### config.mk
export PLATFORM = sky130hd
export DESIGN_NAME = imu_message_frame_receiver_top
export DESIGN_NICKNAME = d
export VERILOG_FILES = /design/src/rtl/core/imr_pkg.sv /design/src/rtl/core/imr_input_stage.sv /design/src/rtl/core/imr_frame_fsm.sv /design/src/rtl/core/imr_output_reg.sv /design/src/rtl/core/imu_message_frame_receiver_top.sv
export SDC_FILE = /design/constraint.sdc
export NUM_CORES = 1
export LEC_CHECK = 0
export BUFFER_PORTS_ARGS = -buffer_cell sky130_fd_sc_hd__clkbuf_2
export CAP_MARGIN = 0
export CORE_MARGIN = 8
export CORE_UTILIZATION = 57
export DETAILED_ROUTE_END_ITERATION = 8
export GPL_TIMING_DRIVEN = 0
export PLACE_DENSITY_LB_ADDON = 0.08
export SKIP_CTS_REPAIR_TIMING = 1
export SLEW_MARGIN = 20
export SYNTH_ARGS = -nofsm -noshare
export SYNTH_HDL_FRONTEND = slang
export SYNTH_SLANG_ARGS = --single-unit
### constraint.sdc
create_clock -name clk -period 3.6 [get_ports clk]
set_input_delay 0.72 -clock clk [delete_from_list [all_inputs] [get_ports clk]]
set_output_delay 0.72 -clock clk [all_outputs]
set_load 0.05 [all_outputs]
### src/rtl/core/imr_pkg.sv
// Shared types and constants for the IMU message frame receiver.
package imr_pkg;

	// Byte value that opens a frame after reset
	localparam logic [7:0] PREAMBLE_RESET = 8'hFA;

	// Record kinds
	localparam logic REC_PAYLOAD = 1'b0;
	localparam logic REC_END     = 1'b1;

	// Frame parser phases; the unused codes fall back to hunting
	typedef enum logic [2:0] {
		PH_HUNT = 3'd0,
		PH_BUS  = 3'd1,
		PH_ID   = 3'd2,
		PH_LEN  = 3'd3,
		PH_DATA = 3'd4,
		PH_SUM  = 3'd5
	} phase_t;

	// One result record
	typedef struct packed {
		logic       record_kind;
		logic [7:0] message_id;
		logic [7:0] payload_length;
		logic [7:0] byte_index;
		logic [7:0] payload_byte;
		logic       checksum_good;
	} rec_t;

endpackage

### src/rtl/core/imr_input_stage.sv
// Input register stage: holds one received byte until the parser takes it.
module imr_input_stage (
	input  logic       clk,
	input  logic       arst_n,
	input  logic       in_valid,
	output logic       in_ready,
	input  logic [7:0] rx_byte,
	input  logic       take,
	output logic       valid_s1,
	output logic [7:0] byte_s1
);

	// Free when empty or when the held byte leaves this cycle
	assign in_ready = !valid_s1 || take;

	// Valid flag
	always_ff @(posedge clk or negedge arst_n) begin
		if (!arst_n) begin
			valid_s1 <= 1'b0;
		end else if (in_ready) begin
			valid_s1 <= in_valid;
		end
	end

	// Byte payload
	always_ff @(posedge clk) begin
		if (in_ready && in_valid) begin
			byte_s1 <= rx_byte;
		end
	end

endmodule

### src/rtl/core/imr_frame_fsm.sv
// Frame parser: phase tracking, running sum and record generation.
module imr_frame_fsm (
	input  logic          clk,
	input  logic          arst_n,
	input  logic          cfg_wr_en,
	input  logic [7:0]    cfg_wr_data,
	input  logic          step,
	input  logic [7:0]    rx_b,
	output logic          has_rec,
	output imr_pkg::rec_t rec
);

	imr_pkg::phase_t phase_q, phase_d;
	logic [7:0] preamble_q;
	logic [7:0] sum_q, sum_d;
	logic [7:0] id_q, id_d;
	logic [7:0] len_q, len_d;
	logic [7:0] seen_q, seen_d;
	logic [7:0] sum_next;
	logic [7:0] seen_inc;

	assign sum_next = sum_q + rx_b;
	assign seen_inc = seen_q + 8'd1;

	// Preamble register
	always_ff @(posedge clk or negedge arst_n) begin
		if (!arst_n) begin
			preamble_q <= imr_pkg::PREAMBLE_RESET;
		end else if (cfg_wr_en) begin
			preamble_q <= cfg_wr_data;
		end
	end

	// Next state and frame bookkeeping
	always_comb begin
		phase_d = phase_q;
		sum_d   = sum_q;
		id_d    = id_q;
		len_d   = len_q;
		seen_d  = seen_q;
		unique case (phase_q)
			imr_pkg::PH_BUS: begin
				sum_d   = rx_b;
				phase_d = imr_pkg::PH_ID;
			end
			imr_pkg::PH_ID: begin
				id_d    = rx_b;
				sum_d   = sum_next;
				phase_d = imr_pkg::PH_LEN;
			end
			imr_pkg::PH_LEN: begin
				len_d   = rx_b;
				sum_d   = sum_next;
				seen_d  = 8'd0;
				phase_d = (rx_b == 8'd0) ? imr_pkg::PH_SUM : imr_pkg::PH_DATA;
			end
			imr_pkg::PH_DATA: begin
				sum_d  = sum_next;
				seen_d = seen_inc;
				if (seen_inc == len_q) begin
					phase_d = imr_pkg::PH_SUM;
				end
			end
			imr_pkg::PH_SUM: begin
				phase_d = imr_pkg::PH_HUNT;
				sum_d   = 8'd0;
				seen_d  = 8'd0;
			end
			default: begin
				// hunting, also reached from unused codes
				if (rx_b == preamble_q) begin
					sum_d   = 8'd0;
					phase_d = imr_pkg::PH_BUS;
				end else begin
					phase_d = imr_pkg::PH_HUNT;
				end
			end
		endcase
	end

	// Record for the current byte
	always_comb begin
		has_rec            = 1'b0;
		rec.record_kind    = imr_pkg::REC_PAYLOAD;
		rec.message_id     = id_q;
		rec.payload_length = len_q;
		rec.byte_index     = 8'd0;
		rec.payload_byte   = 8'd0;
		rec.checksum_good  = 1'b0;
		unique case (phase_q)
			imr_pkg::PH_DATA: begin
				has_rec          = 1'b1;
				rec.byte_index   = seen_q;
				rec.payload_byte = rx_b;
			end
			imr_pkg::PH_SUM: begin
				has_rec           = 1'b1;
				rec.record_kind   = imr_pkg::REC_END;
				rec.checksum_good = (sum_next == 8'd0);
			end
			default: begin
				has_rec = 1'b0;
			end
		endcase
	end

	// State registers, updated once per consumed byte
	always_ff @(posedge clk or negedge arst_n) begin
		if (!arst_n) begin
			phase_q <= imr_pkg::PH_HUNT;
			sum_q   <= 8'd0;
			id_q    <= 8'd0;
			len_q   <= 8'd0;
			seen_q  <= 8'd0;
		end else if (step) begin
			phase_q <= phase_d;
			sum_q   <= sum_d;
			id_q    <= id_d;
			len_q   <= len_d;
			seen_q  <= seen_d;
		end
	end

endmodule

### src/rtl/core/imr_output_reg.sv
// Result register: holds one record until the consumer takes it.
module imr_output_reg (
	input  logic          clk,
	input  logic          arst_n,
	input  logic          load,
	input  imr_pkg::rec_t rec_in,
	output logic          out_free,
	output logic          out_valid,
	input  logic          out_ready,
	output imr_pkg::rec_t rec_q
);

	// Room for a new record when empty or draining now
	assign out_free = !out_valid || out_ready;

	// Valid flag
	always_ff @(posedge clk or negedge arst_n) begin
		if (!arst_n) begin
			out_valid <= 1'b0;
		end else if (out_free) begin
			out_valid <= load;
		end
	end

	// Record payload
	always_ff @(posedge clk) begin
		if (out_free && load) begin
			rec_q <= rec_in;
		end
	end

endmodule

### src/rtl/core/imu_message_frame_receiver_top.sv
// Top level of the IMU message frame receiver.
//
//  channel | signals                          | direction | per request
//  --------+----------------------------------+-----------+---------------------------
//  in      | in_valid / in_ready              | in        | rx_byte
//  out     | out_valid / out_ready            | out       | record_kind .. checksum_good
//  cfg     | cfg_wr_en                        | in        | cfg_wr_data (preamble byte)
//
// One byte per cycle sustained while the output takes records; a byte passes the
// input register, the parser logic (8-bit adds and compares) and lands in the result
// register, so a record is on the output in the cycle after the parser takes its byte.
// Reset returns the parser to hunting and the preamble to 0xFA. A stalled output only
// holds back bytes that produce a record; header bytes keep flowing.
module imu_message_frame_receiver_top (
	input  logic       clk,
	input  logic       arst_n,
	input  logic       in_valid,
	output logic       in_ready,
	input  logic [7:0] rx_byte,
	input  logic       cfg_wr_en,
	input  logic [7:0] cfg_wr_data,
	output logic       out_valid,
	input  logic       out_ready,
	output logic       record_kind,
	output logic [7:0] message_id,
	output logic [7:0] payload_length,
	output logic [7:0] byte_index,
	output logic [7:0] payload_byte,
	output logic       checksum_good
);

	logic          valid_s1;
	logic [7:0]    byte_s1;
	logic          take;
	logic          has_rec;
	logic          out_free;
	imr_pkg::rec_t rec;
	imr_pkg::rec_t rec_q;

	// Held byte advances unless its record has nowhere to go
	assign take = valid_s1 && (!has_rec || out_free);

	imr_input_stage u_in (
		.clk      (clk),
		.arst_n   (arst_n),
		.in_valid (in_valid),
		.in_ready (in_ready),
		.rx_byte  (rx_byte),
		.take     (take),
		.valid_s1 (valid_s1),
		.byte_s1  (byte_s1)
	);

	imr_frame_fsm u_fsm (
		.clk         (clk),
		.arst_n      (arst_n),
		.cfg_wr_en   (cfg_wr_en),
		.cfg_wr_data (cfg_wr_data),
		.step        (take),
		.rx_b        (byte_s1),
		.has_rec     (has_rec),
		.rec         (rec)
	);

	imr_output_reg u_out (
		.clk       (clk),
		.arst_n    (arst_n),
		.load      (take && has_rec),
		.rec_in    (rec),
		.out_free  (out_free),
		.out_valid (out_valid),
		.out_ready (out_ready),
		.rec_q     (rec_q)
	);

	// Record fields to ports
	assign record_kind    = rec_q.record_kind;
	assign message_id     = rec_q.message_id;
	assign payload_length = rec_q.payload_length;
	assign byte_index     = rec_q.byte_index;
	assign payload_byte   = rec_q.payload_byte;
	assign checksum_good  = rec_q.checksum_good;

endmodule

==> impl_metrics.csv <==
group,metric,value,unit
clocking,clockBufferDepth,2,
route,drt_iter0_markers,107,
timing,setup_slack,0.959,ns
floorplanning,num_io_pins,57,
setup_path,crit_end,"u_out.rec_q[0]",
power_and_ir_drop,total_power,3.30,mW
synth,synth_top_cell_by_area,"edfxtp_1",
timing,min_period,2.64,ns
route,totalWireLength,7970,µm
synth,syn_avg_cell_area,13.1,µm²
run_status,status,"complete, no violations",
setup_path,critPathLaunch,"u_in.byte_s1[0]",
clocking,clkSinkCount,87,
clocking,htreeDepth,3,
floorplanning,initial_core_util,59.0,%
floorplanning,dieArea,9970,µm²
power_and_ir_drop,p_clk_share,18.4,%
setup_path,rr_endpoint,"u_out.rec_q[0]",
clocking,cts_root_buffer,"clkbuf_8",
floorplanning,die_w,99.9,µm
timing,period_share,73.4,%
timing,worstMarginPinSlew,0.874,ns
placement,gp_congestion,0.876,
setup_path,cp_data_required_time,3.76,ns
setup_path,rr_startpoint,"u_in.byte_s1[0]",
clocking,cts_tree,"done",
power_and_ir_drop,switching_share,37.5,%
cells_and_area,layout.nets,403,
synth,synth_nets,336,
setup_path,endpoint_kind,"register",
setup_path,startpoint_type,"register",
power_and_ir_drop,switchingPower,1.24,mW
timing,slew-limit-headroom,41.1,%
timing,hold_viol_final,0,
power_and_ir_drop,power.density,716,nW/µm²
timing,setup_violations,0,
placement,placed_area,4440,µm²
synth,ys.flop_type,"edfxtp_1",
global_routing,grt_pass1_vias,2676,
synth,synth_top_area_share,31.5,%
power_and_ir_drop,power_frac_seq,44.5,%
clocking,clk_pin_slew,0.09,ns
setup_path,reg2reg_depth,7,
setup_path,critical_path.max_fanout,7,
clocking,clock_latency,0.35,ns
power_and_ir_drop,p_comb_share,37.2,%
timing,rsz0062_at_grt,"no",
min_path,hp-class,"primary input to asynchronous set/reset pin",
setup_path,crit_slowest_cell,"edfxtp_1",
synth,yosysWarnings,0,
timing,fin_worst_skew,0.00904,ns
synth,async_flop_share,51.7,%
route,vias,2657,
setup_path,crit_path_cell_trace,"ha_1 -> fa_1 -> a21o_1 -> a21oi_2 -> xnor2_1 -> or3_1 -> a2111oi_2",
placement,dpl_worst_slack,0.959,ns
run,max-cap-violations,0,
cells_and_area,area_growth,15.1,%
route,wl_per_cell,16.8,µm
floorplanning,die_h,99.9,µm
power_and_ir_drop,vdd_drop_max,0.345,mV
setup_path,r2r_setup_slack,0.96,ns
setup_path,cpPeakStageDelay,0.56,ns
synth,ys_ff_latch,87,
cells_and_area,drive_above_1_share,32.8,%
cells_and_area,post-route-util,67.9,%
global_routing,antenna_found_initial,0,
timing,maxSlewViolCount,0,
synth,synth_edf_count,42,
global_routing,grt_max_degree,46,
timing,timing.setup.tns,0,ns
timing,max_freq,379,MHz
floorplanning,core_area,6790,µm²
global_routing,grt_pass1_wl,12900,µm
placement,dp_hpwl,5590,µm
setup_path,critPathArrivalTime,2.80,ns
synth,synth_cells,306,
route,drt_first_pass_iters,4,
global_routing,grt_usage,16.5,%
synth,synth.distinct_cells,50,
cells_and_area,design_area,4610,µm²
route,drc,0,
route,detail-route-antenna-nets,0,
synth,synth.cells.most_frequent,"edfxtp_1 (42), dfrtp_1 (39), mux2_2 (30), and2_1 (19), o21ai_0 (16)",
synth,synth.area.top_cells,"edfxtp_1 (31%), dfrtp_1 (24%), mux2_2 (8.4%)",
floorplanning,row_count,30,
placement,port-buffer-count,55,
power_and_ir_drop,intPower,2.07,mW
setup_path,critical_path_class,"register to register",
power_and_ir_drop,leakage,1.93,nW
synth,yosysSeqAreaShare,59.7,%
global_routing,overflow,0,
clocking,cts-buffers-inserted,9,
cells_and_area,diodes,0,
synth,yosysMostFrequentCell,"edfxtp_1",
synth,syn_area,4010,µm²
route,viasPerCell,5.61,
[cell families after synthesis]
group	synth area share [%]
flip-flops	59.7
AND/OR/NAND/NOR	11.2
AO/OA/AOI/OAI	10.0
multiplexers	8.68
XOR/XNOR	5.46
buffers and inverters	1.90
adder cells (fa/ha/maj)	3.00
[metal layers]
layer | share of wire [%] | vias up | GRT usage [%] | wire (µm)
li1 | - | 1252 | - | -
met2 | 48 | 95 | 26.5 | 3830
met3 | 7.3 | 12 | 4.84 | 584
met4 | 1.6 | 0 | 6.87 | 126
met5 | 0 | - | 0 | 0
met1 | 43 | 1298 | 20.4 | 3430
[sequential cells by signal, indices dropped and copies added, names as in the netlist]
register          cells
u_fsm.id_q            8
u_fsm.len_q           8
u_fsm.phase_q         3
u_fsm.preamble_q      8
u_fsm.seen_q          8
u_fsm.sum_q           8
u_in.byte_s1          8
u_in.valid_s1         1
u_out.out_valid       1
u_out.rec_q          34
[power by group through the flow]
stage | clock network (mW) | registers [mW] | logic (mW)
5_1_grt | 0.656 | 1.50 | 1.34
3_3_place_gp | 0 | 1.49 | 1.17
6_report | 0.607 | 1.47 | 1.23
2_1_floorplan | 0 | 1.62 | 0.797
4_1_cts | 0.619 | 1.47 | 1.23
3_5_place_dp | 0 | 1.49 | 1.22
[cell type report]
| class | instances | area [µm²] |
|---|---|---|
| Sequential cell | 87 | 2390 |
| Fill cell | 506 | 2180 |
| Multi-Input combinational cell | 202 | 1550 |
| Timing Repair Buffer | 56 | 305 |
| Clock buffer | 9 | 124 |
| Tap cell | 96 | 120 |
| Buffer | 12 | 57.6 |
| Clock inverter | 7 | 47.5 |
| Inverter | 5 | 18.8 |
[critical path, delay by kind of cell (launching register included)]
family          cells  cell delay (ns)
compound gates      3             0.68
xor+xnor            1             0.08
fa+ha+maj           2             0.74
flops               1             0.56
simple gates        1             0.40
[stage by stage]
step                      std cells  hold WS (ns)
after CTS                       474         0.426
after global routing            474         0.457
final                           474         0.408
after global placement          457         0.428
after detailed placement        458         0.433
after floorplan                 306         0.421
[worst min-delay path by stage]
stage	cells after the start	start	endpoint
after global placement	0	u_fsm.id_q[2]	u_out.rec_q[27]
final	1	arst_n	u_fsm.preamble_q[2]
after detailed placement	0	u_fsm.id_q[3]	u_out.rec_q[28]
after CTS	1	arst_n	u_fsm.sum_q[4]
after floorplan	0	arst_n	u_fsm.id_q[0]
after global routing	1	arst_n	u_fsm.seen_q[3]
[cell usage in the layout, fill, tap and decap left out, drive strengths merged, types with 4 or more instances in the layout]
master,n
a21oi,6
nor2,16
and2,19
nand2,15
nand3,10
clkbuf,68
o21ai,16
a22o,6
dfrtp,39
nor2b,4
ha,8
inv,7
xnor2,10
o31ai,5
clkinv,4
buf,9
mux2,30
nor4,4
xor2,15
edfxtp,42
dfstp,6
Note: power is estimated with default switching activity, not from simulation.
